==> src/differential_odometry_gyro_fusion_top_macros.svh <==
// Assertion macros for the differential odometry block.
// Included by the top level; expands to nothing when SYNTHESIS is defined.
`ifndef DIFFERENTIAL_ODOMETRY_GYRO_FUSION_TOP_MACROS_SVH
`define DIFFERENTIAL_ODOMETRY_GYRO_FUSION_TOP_MACROS_SVH
`ifndef SYNTHESIS
// Property must hold on every clock edge outside reset.
`define DOGF_ASSERT(name, clk, rst_n, prop, msg) \
	name: assert property (@(posedge clk) disable iff (!rst_n) prop) \
		else $error(msg);
// Condition must never be seen outside reset.
`define DOGF_ASSERT_NEVER(name, clk, rst_n, cond, msg) \
	name: assert property (@(posedge clk) disable iff (!rst_n) !(cond)) \
		else $error(msg);
`else
`define DOGF_ASSERT(name, clk, rst_n, prop, msg)
`define DOGF_ASSERT_NEVER(name, clk, rst_n, cond, msg)
`endif
`endif

==> src/dogf_pkg.sv <==
// Shared types, constants and helper functions of the differential odometry block.
// No dependencies; every module file imports this package.
package dogf_pkg;

	localparam int COUNT_WIDTH_DEF = 32;
	localparam int QUEUE_DEPTH     = 2;

	// serial divider geometry
	localparam int DIV_NUM_W = 56;
	localparam int DIV_DEN_W = 16;
	localparam int DIV_BITS  = 8;

	// shared multiplier geometry
	localparam int MUL_A_W = 34;
	localparam int MUL_B_W = 17;
	localparam int PROD_W  = MUL_A_W + MUL_B_W;

	// 0.02 s step in Q8.24 from Q7.16 rate: times 128, over 25
	localparam logic [DIV_DEN_W-1:0] GYRO_DEN = 16'd25;

	localparam logic [15:0]        TPR_RST  = 16'd360;
	localparam logic [15:0]        CIRC_RST = 16'd2573;
	localparam logic [15:0]        BASE_RST = 16'd2048;
	localparam logic [15:0]        EW_RST   = 16'd16384;
	localparam logic [15:0]        GW_RST   = 16'd16384;
	localparam logic signed [23:0] GOFF_RST = 24'sd0;

	typedef enum logic [1:0] {
		CMD_LEFT   = 2'd0,
		CMD_RIGHT  = 2'd1,
		CMD_UPDATE = 2'd2,
		CMD_CLEAR  = 2'd3
	} cmd_t;

	typedef enum logic [2:0] {
		CFG_TICKS_PER_REV = 3'd0,
		CFG_WHEEL_CIRC    = 3'd1,
		CFG_WHEEL_BASE    = 3'd2,
		CFG_ENC_WEIGHT    = 3'd3,
		CFG_GYRO_WEIGHT   = 3'd4,
		CFG_GYRO_OFFSET   = 3'd5
	} cfg_idx_t;

	typedef struct packed {
		cmd_t              cmd;
		logic              enc_b;
		logic signed [23:0] gyro_z;
		logic              gyro_ok;
	} in_word_t;

	typedef struct packed {
		logic signed [31:0] heading_out;
		logic signed [31:0] distance_out;
		logic signed [31:0] left_out;
		logic signed [31:0] right_out;
	} out_word_t;

	typedef struct packed {
		logic [15:0]        ticks_per_rev;
		logic [15:0]        wheel_circumference;
		logic [15:0]        wheel_base;
		logic [15:0]        encoder_weight;
		logic [15:0]        gyro_weight;
		logic signed [23:0] gyro_offset;
	} cfg_t;

	// classified queue entry: up is the count direction of an edge
	typedef struct packed {
		cmd_t               cmd;
		logic               up;
		logic signed [23:0] gyro_z;
		logic               gyro_ok;
	} step_t;

	typedef struct packed {
		logic                 start;
		logic [DIV_NUM_W-1:0] num;
		logic [DIV_DEN_W-1:0] den;
	} div_req_t;

	typedef struct packed {
		logic                 done;
		logic [DIV_NUM_W-1:0] quo;
	} div_rsp_t;

	// apply sign to a quotient magnitude and clamp to 32 bit signed
	function automatic logic signed [31:0] sat_mag(input logic neg,
			input logic [DIV_NUM_W-1:0] mag);
		logic big;
		logic [31:0] low;
		big = (mag[DIV_NUM_W-1:32] != '0);
		low = mag[31:0];
		if (!neg) begin
			if (big || low[31])
				return 32'sh7fffffff;
			return signed'(low);
		end
		if (big || (low[31] && (low[30:0] != '0)))
			return 32'sh80000000;
		return signed'(32'(-low));
	endfunction

	// clamp a 37 bit signed value to 32 bit signed
	function automatic logic signed [31:0] sat37(input logic signed [36:0] v);
		if ((v[36:31] == 6'b000000) || (v[36:31] == 6'b111111))
			return signed'(v[31:0]);
		if (v[36])
			return 32'sh80000000;
		return 32'sh7fffffff;
	endfunction

endpackage

==> src/dogf_div.sv <==
// Restoring divider, DIV_BITS quotient bits per cycle, unsigned operands.
// Uses dogf_pkg for its geometry and request/response types.
module dogf_div import dogf_pkg::*; (
	input  logic     clk,
	input  logic     arst_n,
	input  div_req_t req,
	output div_rsp_t rsp
);

	localparam int STEPS = DIV_NUM_W / DIV_BITS;
	localparam int CNT_W = $clog2(STEPS + 1);

	logic [DIV_NUM_W-1:0] work_q, work_n;
	logic [DIV_DEN_W-1:0] rem_q, rem_n, den_q;
	logic [CNT_W-1:0]     cnt_q;
	logic                 busy_q, done_q;

	always_comb begin
		logic [DIV_DEN_W:0] trial;
		rem_n  = rem_q;
		work_n = work_q;
		trial  = '0;
		for (int i = 0; i < DIV_BITS; i++) begin
			trial  = {rem_n, work_n[DIV_NUM_W-1]};
			work_n = {work_n[DIV_NUM_W-2:0], 1'b0};
			if (trial >= {1'b0, den_q}) begin
				rem_n     = DIV_DEN_W'(trial - {1'b0, den_q});
				work_n[0] = 1'b1;
			end else begin
				rem_n = trial[DIV_DEN_W-1:0];
			end
		end
	end

	always_ff @(posedge clk) begin
		if (req.start) begin
			work_q <= req.num;
			rem_q  <= '0;
			den_q  <= req.den;
		end else if (busy_q) begin
			work_q <= work_n;
			rem_q  <= rem_n;
		end
	end

	always_ff @(posedge clk or negedge arst_n) begin
		if (!arst_n) begin
			busy_q <= 1'b0;
			done_q <= 1'b0;
			cnt_q  <= '0;
		end else begin
			done_q <= busy_q && (cnt_q == CNT_W'(1));
			if (req.start) begin
				busy_q <= 1'b1;
				cnt_q  <= CNT_W'(STEPS);
			end else if (busy_q) begin
				cnt_q <= cnt_q - 1'b1;
				if (cnt_q == CNT_W'(1))
					busy_q <= 1'b0;
			end
		end
	end

	assign rsp.done = done_q;
	assign rsp.quo  = work_q;

endmodule

==> src/dogf_front.sv <==
// Front end: accepts input words, classifies them and queues them for the back end.
// Uses dogf_pkg for the word and queue entry types.
module dogf_front import dogf_pkg::*; (
	input  logic     clk,
	input  logic     arst_n,
	input  logic     in_valid,
	output logic     in_stall,
	input  in_word_t in_data,
	output logic     q_valid,
	output step_t    q_item,
	input  logic     q_pop
);

	localparam int PTR_W = (QUEUE_DEPTH > 1) ? $clog2(QUEUE_DEPTH) : 1;
	localparam int CNT_W = $clog2(QUEUE_DEPTH + 1);

	step_t            ent_q [QUEUE_DEPTH];
	step_t            step;
	logic [PTR_W-1:0] wr_q, rd_q;
	logic [CNT_W-1:0] cnt_q;
	logic             push;

	assign in_stall = (cnt_q == CNT_W'(QUEUE_DEPTH));
	assign push     = in_valid && !in_stall;
	assign q_valid  = (cnt_q != '0);
	assign q_item   = ent_q[rd_q];

	// left counts up on B low, right counts up on B high
	always_comb begin
		step.cmd     = in_data.cmd;
		step.up      = (in_data.cmd == CMD_RIGHT) ? in_data.enc_b : !in_data.enc_b;
		step.gyro_z  = in_data.gyro_z;
		step.gyro_ok = in_data.gyro_ok;
	end

	always_ff @(posedge clk) begin
		if (push)
			ent_q[wr_q] <= step;
	end

	always_ff @(posedge clk or negedge arst_n) begin
		if (!arst_n) begin
			wr_q  <= '0;
			rd_q  <= '0;
			cnt_q <= '0;
		end else begin
			if (push)
				wr_q <= (wr_q == PTR_W'(QUEUE_DEPTH - 1)) ? '0 : wr_q + 1'b1;
			if (q_pop)
				rd_q <= (rd_q == PTR_W'(QUEUE_DEPTH - 1)) ? '0 : rd_q + 1'b1;
			if (push && !q_pop)
				cnt_q <= cnt_q + 1'b1;
			else if (!push && q_pop)
				cnt_q <= cnt_q - 1'b1;
		end
	end

endmodule

==> src/dogf_back.sv <==
// Back end: executes queued commands, owns the odometry state and the output register.
// Uses dogf_pkg and instantiates dogf_div for the wheel, heading and gyro divisions.
module dogf_back import dogf_pkg::*; #(
	parameter int COUNT_WIDTH = COUNT_WIDTH_DEF
) (
	input  logic      clk,
	input  logic      arst_n,
	input  cfg_t      cfg,
	input  logic      q_valid,
	input  step_t     q_item,
	output logic      q_pop,
	output logic      out_valid,
	input  logic      out_stall,
	output out_word_t out_data
);

	typedef enum logic [14:0] {
		ST_IDLE   = 15'h0001,
		ST_MUL_L  = 15'h0002,
		ST_GO_L   = 15'h0004,
		ST_DIV_L  = 15'h0008,
		ST_MUL_R  = 15'h0010,
		ST_GO_R   = 15'h0020,
		ST_DIV_R  = 15'h0040,
		ST_GO_E   = 15'h0080,
		ST_DIV_E  = 15'h0100,
		ST_GO_G   = 15'h0200,
		ST_DIV_G  = 15'h0400,
		ST_MUL_H1 = 15'h0800,
		ST_MUL_H2 = 15'h1000,
		ST_SUM    = 15'h2000,
		ST_DONE   = 15'h4000
	} state_t;

	state_t state_q;

	logic [COUNT_WIDTH-1:0] left_q, right_q, prev_l_q, prev_r_q;
	logic [COUNT_WIDTH-1:0] left_n, right_n, dl_raw, dr_raw;
	logic signed [31:0]     head_q, dist_q, head_n, dist_n;
	logic signed [31:0]     dl_q, dr_q, l_q, r_q, enc_q, gyr_q, avg_q;
	logic signed [23:0]     gz_q;
	logic                   gok_q;

	logic signed [MUL_A_W-1:0] mul_a;
	logic signed [MUL_B_W-1:0] mul_b;
	logic signed [PROD_W-1:0]  mul_p, prod_q, acc_q;
	logic signed [PROD_W:0]    sum_q, biased, shifted;

	logic [31:0]        dl_mag, dr_mag;
	logic signed [32:0] ediff, lr_sum;
	logic [32:0]        emag;
	logic signed [24:0] gdiff;
	logic [24:0]        gmag;
	logic signed [32:0] dist_sum;
	logic [15:0]        tpr_eff, base_eff;

	div_req_t  dreq;
	div_rsp_t  drsp;
	out_word_t out_q, out_n;
	logic      out_valid_q, out_free, out_load, is_clear;

	dogf_div u_div (
		.clk    (clk),
		.arst_n (arst_n),
		.req    (dreq),
		.rsp    (drsp)
	);

	assign tpr_eff  = (cfg.ticks_per_rev == '0) ? 16'd1 : cfg.ticks_per_rev;
	assign base_eff = (cfg.wheel_base == '0) ? 16'd1 : cfg.wheel_base;

	assign dl_raw = left_q - prev_l_q;
	assign dr_raw = right_q - prev_r_q;
	assign dl_mag = dl_q[31] ? 32'(-dl_q) : 32'(dl_q);
	assign dr_mag = dr_q[31] ? 32'(-dr_q) : 32'(dr_q);

	assign ediff  = 33'(r_q) - 33'(l_q);
	assign emag   = ediff[32] ? 33'(-ediff) : 33'(ediff);
	assign lr_sum = 33'(l_q) + 33'(r_q);
	assign gdiff  = 25'(gz_q) - 25'(cfg.gyro_offset);
	assign gmag   = gdiff[24] ? 25'(-gdiff) : 25'(gdiff);

	// divide by 32768 rounding toward zero, then clamp
	assign biased   = sum_q + (sum_q[PROD_W] ? (PROD_W + 1)'(32767) : '0);
	assign shifted  = biased >>> 15;
	assign head_n   = sat37(shifted[36:0]);
	assign dist_sum = 33'(dist_q) + 33'(avg_q);
	assign dist_n   = sat37(37'(dist_sum));

	// shared multiplier, product registered every cycle
	always_comb begin
		mul_a = '0;
		mul_b = '0;
		case (state_q)
			ST_MUL_L: begin
				mul_a = signed'({2'b00, dl_mag});
				mul_b = signed'({1'b0, cfg.wheel_circumference});
			end
			ST_MUL_R: begin
				mul_a = signed'({2'b00, dr_mag});
				mul_b = signed'({1'b0, cfg.wheel_circumference});
			end
			ST_MUL_H1: begin
				mul_a = MUL_A_W'(head_q) + MUL_A_W'(enc_q);
				mul_b = signed'({1'b0, cfg.encoder_weight});
			end
			ST_MUL_H2: begin
				mul_a = MUL_A_W'(head_q) + MUL_A_W'(gyr_q);
				mul_b = signed'({1'b0, cfg.gyro_weight});
			end
			default: begin
				mul_a = '0;
				mul_b = '0;
			end
		endcase
	end
	assign mul_p = mul_a * mul_b;

	always_comb begin
		dreq.start = 1'b0;
		dreq.num   = '0;
		dreq.den   = tpr_eff;
		case (state_q)
			ST_GO_L, ST_GO_R: begin
				dreq.start = 1'b1;
				dreq.num   = {prod_q[47:0], 8'b0};
				dreq.den   = tpr_eff;
			end
			ST_GO_E: begin
				dreq.start = 1'b1;
				dreq.num   = {7'b0, emag, 16'b0};
				dreq.den   = base_eff;
			end
			ST_GO_G: begin
				dreq.start = gok_q;
				dreq.num   = {24'b0, gmag, 7'b0};
				dreq.den   = GYRO_DEN;
			end
			default: begin
				dreq.start = 1'b0;
				dreq.num   = '0;
				dreq.den   = tpr_eff;
			end
		endcase
	end

	always_comb begin
		left_n  = left_q;
		right_n = right_q;
		case (q_item.cmd)
			CMD_LEFT:  left_n  = q_item.up ? left_q + 1'b1 : left_q - 1'b1;
			CMD_RIGHT: right_n = q_item.up ? right_q + 1'b1 : right_q - 1'b1;
			default: begin
				left_n  = left_q;
				right_n = right_q;
			end
		endcase
	end

	assign out_free = !out_valid_q || !out_stall;
	assign q_pop    = (state_q == ST_IDLE) && q_valid &&
		((q_item.cmd == CMD_UPDATE) || out_free);
	assign is_clear = (q_item.cmd == CMD_CLEAR);

	always_comb begin
		out_load = 1'b0;
		out_n    = out_q;
		if (state_q == ST_IDLE) begin
			out_load           = q_pop && (q_item.cmd != CMD_UPDATE);
			out_n.heading_out  = is_clear ? '0 : head_q;
			out_n.distance_out = is_clear ? '0 : dist_q;
			out_n.left_out     = is_clear ? '0 : 32'(signed'(left_n));
			out_n.right_out    = is_clear ? '0 : 32'(signed'(right_n));
		end else if (state_q == ST_DONE) begin
			out_load           = out_free;
			out_n.heading_out  = head_n;
			out_n.distance_out = dist_n;
			out_n.left_out     = 32'(signed'(left_q));
			out_n.right_out    = 32'(signed'(right_q));
		end
	end

	// datapath registers
	always_ff @(posedge clk) begin
		prod_q <= mul_p;
		if (out_load)
			out_q <= out_n;
		case (state_q)
			ST_IDLE: begin
				if (q_pop) begin
					dl_q  <= 32'(signed'(dl_raw));
					dr_q  <= 32'(signed'(dr_raw));
					gz_q  <= q_item.gyro_z;
					gok_q <= q_item.gyro_ok;
				end
			end
			ST_DIV_L: begin
				if (drsp.done)
					l_q <= sat_mag(dl_q[31], drsp.quo);
			end
			ST_DIV_R: begin
				if (drsp.done)
					r_q <= sat_mag(dr_q[31], drsp.quo);
			end
			ST_GO_E: begin
				avg_q <= 32'((lr_sum + 33'(lr_sum[32])) >>> 1);
			end
			ST_DIV_E: begin
				if (drsp.done)
					enc_q <= sat_mag(ediff[32], drsp.quo);
			end
			ST_GO_G: begin
				if (!gok_q)
					gyr_q <= '0;
			end
			ST_DIV_G: begin
				if (drsp.done)
					gyr_q <= sat_mag(gdiff[24], drsp.quo);
			end
			ST_MUL_H2: begin
				acc_q <= prod_q;
			end
			ST_SUM: begin
				sum_q <= (PROD_W + 1)'(acc_q) + (PROD_W + 1)'(prod_q);
			end
			default: begin
			end
		endcase
	end

	always_ff @(posedge clk or negedge arst_n) begin
		if (!arst_n) begin
			state_q     <= ST_IDLE;
			left_q      <= '0;
			right_q     <= '0;
			prev_l_q    <= '0;
			prev_r_q    <= '0;
			head_q      <= '0;
			dist_q      <= '0;
			out_valid_q <= 1'b0;
		end else begin
			if (out_load)
				out_valid_q <= 1'b1;
			else if (!out_stall)
				out_valid_q <= 1'b0;
			case (state_q)
				ST_IDLE: begin
					if (q_pop) begin
						case (q_item.cmd)
							CMD_LEFT, CMD_RIGHT: begin
								left_q  <= left_n;
								right_q <= right_n;
							end
							CMD_UPDATE: begin
								prev_l_q <= left_q;
								prev_r_q <= right_q;
								state_q  <= ST_MUL_L;
							end
							default: begin
								left_q   <= '0;
								right_q  <= '0;
								prev_l_q <= '0;
								prev_r_q <= '0;
								head_q   <= '0;
								dist_q   <= '0;
							end
						endcase
					end
				end
				ST_MUL_L:  state_q <= ST_GO_L;
				ST_GO_L:   state_q <= ST_DIV_L;
				ST_DIV_L:  if (drsp.done) state_q <= ST_MUL_R;
				ST_MUL_R:  state_q <= ST_GO_R;
				ST_GO_R:   state_q <= ST_DIV_R;
				ST_DIV_R:  if (drsp.done) state_q <= ST_GO_E;
				ST_GO_E:   state_q <= ST_DIV_E;
				ST_DIV_E:  if (drsp.done) state_q <= ST_GO_G;
				ST_GO_G:   state_q <= gok_q ? ST_DIV_G : ST_MUL_H1;
				ST_DIV_G:  if (drsp.done) state_q <= ST_MUL_H1;
				ST_MUL_H1: state_q <= ST_MUL_H2;
				ST_MUL_H2: state_q <= ST_SUM;
				ST_SUM:    state_q <= ST_DONE;
				ST_DONE: begin
					// hold until the output register is free
					if (out_free) begin
						head_q  <= head_n;
						dist_q  <= dist_n;
						state_q <= ST_IDLE;
					end
				end
				default: state_q <= ST_IDLE;
			endcase
		end
	end

	assign out_valid = out_valid_q;
	assign out_data  = out_q;

endmodule

==> src/differential_odometry_gyro_fusion_top.sv <==
// Wheel encoder odometry with gyro heading fusion. Every input word gives
// exactly one output word holding heading (Q8.24 rad), distance (Q16.16 cm)
// and both tick counts after the command. A two-entry queue separates the
// input from the execution unit, and an output register separates that unit
// from the consumer, so input words can still queue while a result waits.
// Encoder edges and clears finish in the idle state once the output
// register is free. An update tick uses the shared divider (8 quotient
// bits per cycle) for left travel, right travel, encoder heading and,
// with a valid gyro sample, the gyro step, and the shared multiplier for
// each blended heading term. Configuration registers are written through
// cfg_we/cfg_index/cfg_data; the user must write them only while the block
// is idle, which the block does not enforce; higher indexes are ignored.
// Uses dogf_pkg, dogf_front, dogf_back and the assertion macro header.
`include "differential_odometry_gyro_fusion_top_macros.svh"

module differential_odometry_gyro_fusion_top import dogf_pkg::*; #(
	parameter int COUNT_WIDTH = COUNT_WIDTH_DEF
) (
	input  logic        clk,
	input  logic        arst_n,
	input  logic        in_valid,
	output logic        in_stall,
	input  in_word_t    in_data,
	output logic        out_valid,
	input  logic        out_stall,
	output out_word_t   out_data,
	input  logic        cfg_we,
	input  logic [2:0]  cfg_index,
	input  logic [23:0] cfg_data
);

	cfg_t  cfg_q;
	logic  q_valid, q_pop;
	step_t q_item;

	always_ff @(posedge clk or negedge arst_n) begin
		if (!arst_n) begin
			cfg_q.ticks_per_rev       <= TPR_RST;
			cfg_q.wheel_circumference <= CIRC_RST;
			cfg_q.wheel_base          <= BASE_RST;
			cfg_q.encoder_weight      <= EW_RST;
			cfg_q.gyro_weight         <= GW_RST;
			cfg_q.gyro_offset         <= GOFF_RST;
		end else if (cfg_we) begin
			case (cfg_idx_t'(cfg_index))
				CFG_TICKS_PER_REV: cfg_q.ticks_per_rev       <= cfg_data[15:0];
				CFG_WHEEL_CIRC:    cfg_q.wheel_circumference <= cfg_data[15:0];
				CFG_WHEEL_BASE:    cfg_q.wheel_base          <= cfg_data[15:0];
				CFG_ENC_WEIGHT:    cfg_q.encoder_weight      <= cfg_data[15:0];
				CFG_GYRO_WEIGHT:   cfg_q.gyro_weight         <= cfg_data[15:0];
				CFG_GYRO_OFFSET:   cfg_q.gyro_offset         <= signed'(cfg_data);
				default: begin
				end
			endcase
		end
	end

	dogf_front u_front (
		.clk      (clk),
		.arst_n   (arst_n),
		.in_valid (in_valid),
		.in_stall (in_stall),
		.in_data  (in_data),
		.q_valid  (q_valid),
		.q_item   (q_item),
		.q_pop    (q_pop)
	);

	dogf_back #(
		.COUNT_WIDTH (COUNT_WIDTH)
	) u_back (
		.clk       (clk),
		.arst_n    (arst_n),
		.cfg       (cfg_q),
		.q_valid   (q_valid),
		.q_item    (q_item),
		.q_pop     (q_pop),
		.out_valid (out_valid),
		.out_stall (out_stall),
		.out_data  (out_data)
	);

	`DOGF_ASSERT_NEVER(a_pop_empty, clk, arst_n, q_pop && !q_valid, "pop from empty queue")
	`DOGF_ASSERT(a_in_queued, clk, arst_n, in_valid && !in_stall |=> q_valid, "accepted word not queued")
	`DOGF_ASSERT(a_cfg_tpr, clk, arst_n, cfg_we && (cfg_index == CFG_TICKS_PER_REV) |=> cfg_q.ticks_per_rev == $past(cfg_data[15:0]), "ticks_per_rev write lost")

endmodule

==> config.mk <==
export PLATFORM = sky130hd
export DESIGN_NAME = differential_odometry_gyro_fusion_top
export DESIGN_NICKNAME = d
export VERILOG_FILES = /design/src/dogf_pkg.sv /design/src/dogf_div.sv /design/src/dogf_front.sv /design/src/dogf_back.sv /design/src/differential_odometry_gyro_fusion_top.sv
export VERILOG_INCLUDE_DIRS = /design/src /design/src/src
export SDC_FILE = /design/constraint.sdc
export NUM_CORES = 2
export LEC_CHECK = 0
export ABC_AREA = 0
export BUFFER_PORTS_ARGS = -buffer_cell sky130_fd_sc_hd__buf_2
export CAP_MARGIN = 10
export CORE_MARGIN = 1
export CORE_UTILIZATION = 45
export CTS_CLUSTER_SIZE = 14
export DETAILED_ROUTE_END_ITERATION = 8
export HOLD_SLACK_MARGIN = 0.15
export PLACE_DENSITY = 0.62
export SLEW_MARGIN = 30
export SYNTH_ARGS = -nofsm -noshare
export SYNTH_HDL_FRONTEND = slang
export SYNTH_HIERARCHICAL = 1
export SYNTH_SLANG_ARGS = --single-unit
==> constraint.sdc <==
create_clock -name clk -period 63.9 [get_ports clk]
set_clock_uncertainty 0.05 [all_clocks]
set_input_delay 6.39 -clock clk [delete_from_list [all_inputs] [get_ports clk]]
set_output_delay 6.39 -clock clk [all_outputs]
set_load 0.1 [all_outputs]
==> metrics <==
status=finished, final reports clean; RePlAce Congestion=0.946; fin. max-slew vios=0; asr flop ratio synth=0.322; sequential area share after synthesis=0.320; clock buffer count from CTS=110; post-route minimum period=25.93 ns; HP Class=flop to flop; max incr delay on CP=0.92 ns; Worst slew margin=0.287; depth of the worst hold-timing path=0; later-pin clock latency in the skew report=0.77 ns; All-Layer GR Usage=0.278; Hold Buf Count CTS=0; post-cts repair resize count=0; Max-Cap Viols=0; Synth Instances=9111; Synth Register Bits=996; initial antenna violation count=6; chip height=440 um; overflow left after global routing=0; Setup crit end kind=flop; Die X=440 um; vias in the first global route=68300; crit path max fanout=24; pin count of the biggest net entering global routing=130; Data arrival, critical path=26.49 ns; CP startpoint kind=flop; Vias=69400; Period Utilization, post-route=0.406; clock buffer depth=3; nets@finish=10300; initial core utilization=0.454; commonest non-fill, non-tap cells in the layout=inv_1, nand2_1, nor2_1; crit path max-delay cell type=or4_1; final setup vio count=0; Crit Path Class=flop to flop; htree depth=3; Pre-antenna DRT Iters=8; Setup TNS=0 ns; Final Hold Fails=0; Setup Fix Bufs, Post-CTS=0; commonest non-fill, non-tap cell in the layout=inv_1; routed wire length=272000 um; Highest Clock Rate=38.6 MHz; row count=160; predominant post-synthesis flop cell=edfxtp_1; Yosys cell types=121; CTS tree=yes; Post-Syn Area per Cell=9.48 sq um; first-pass GRT wire length=414000 um; total number of yosys warnings=6; RSZ-0062 raised after global routing=no; Std-Cell Core Area=0.190 sq mm; Cell Area, Synth=0.0864 sq mm; Routed Antenna Nets=0; Worst Max-Slew Pin Slew=1.07 ns; DRC=0; clock transition at the registers of the reported paths=0.06 ns; EDFF count, synth=608; cell mode on critical path=o21ai_0; Iter 0 DRT Violations=5937; worst endpoint required time=64.46 ns; Via density=5.90; worst r2r path cells=89; CTS sink count=996; area delta synth->final=8.58%; root buf cell=clkbuf_16; share of layout cells above drive strength 1=0.0976; count of input and output buffers=189; wire per inst=23.2 um; die area=0.194 sq mm; io pins=190; DPL Wire Length=209000 um
## worst paths after layout
check	from	endpoint	slack [ns]
hold reg to reg	u_back/prod_q[48]	u_back/acc_q[48]	0.41
setup / recovery	u_back/u_div/den_q[10]	u_back/u_div/rem_q[0]	37.97
max in group asynchronous	arst_n	u_back/dist_q[19]	56.27
min in group asynchronous	arst_n	cfg_q[82]	5.64
setup reg to reg	u_back/u_div/den_q[10]	u_back/u_div/rem_q[0]	37.97
hold / removal	u_back/prod_q[48]	u_back/acc_q[48]	0.41
## flip-flops by register name, indices dropped and copies added (netlist names), 51 cells and up
register,count
cfg_q,104
u_back/acc_q,51
u_back/out_data,128
u_back/prod_q,51
u_back/sum_q,52
u_back/u_div/work_q,56
u_front/ent_q,56
## synth_stat cells, drive strengths merged, types with 226 or more instances
| cell type | count | area, sq um |
|---|---|---|
| nor3 | 226 | 1140 |
| fa | 525 | 10500 |
| dfrtp | 308 | 7710 |
| o21ai | 447 | 2250 |
| xnor2 | 367 | 3210 |
| nand2 | 921 | 3460 |
| edfxtp | 608 | 18300 |
| inv | 947 | 3550 |
| clkbuf | 319 | 1200 |
| a21oi | 558 | 2800 |
| mux2 | 279 | 3190 |
| nor2 | 629 | 2360 |
| ha | 597 | 7470 |
## cells by family (layout without fill, tap and decap cells)
group                      after synthesis  count (layout)  share of synthesized area
and+or+nand+nor                       2575            2575                      0.141
AOI/OAI and AO/OA                     2193            2193                      0.171
buffers and inverters                 1333            1459                     0.0601
adders and majority gates             1126            1126                      0.209
DFF                                    996             996                      0.320
xor gates and xnor gates               566             566                     0.0574
muxes                                  321             321                     0.0418
other                                    1               9                  0.0000434
## metal layers
metal / wire [um] / track usage / vias up
met5: 13 / 0 / -
met4: 13800 / 0.127 / 2
met3: 15000 / 0.0305 / 433
met2: 127000 / 0.456 / 2298
met1: 116000 / 0.369 / 34500
li1: - / - / 32200
## cell type report
cell class | count | area, sq um
diodes | 2 | 5.00
clock buffers | 145 | 3070
clock inverters | 65 | 773
fillers | 17700 | 96600
inverters | 948 | 3560
multi-input cells | 6788 | 53700
flip-flops and latches | 996 | 27600
well taps | 2511 | 3140
repair buffers | 301 | 1820
## worst max-delay path: cells and delay by family (launching register included)
family | cells | cell delay (ns)
compound gates | 52 | 13.64
fa+ha+maj | 8 | 2.73
buf+inv | 5 | 1.25
flops | 1 | 0.38
mux | 2 | 0.78
simple gates | 22 | 6.86
## through the flow
step	worst slack, ns	instance area, sq um	utilization	hold WS [ns]	instances
final	37.97	93800	0.492	0.407	11800
after global placement	38.41	89800	0.472	0.382	11500
after CTS	37.91	93700	0.492	0.416	11800
after floorplan	42.39	86400	-	0.365	9117
after detailed placement	38.01	89900	0.472	0.390	11500
after global routing	35.79	93800	0.492	0.433	11800
Power is not shown: default switching activity piles up to over one toggle a cycle in this logic, so the estimate is an artifact.
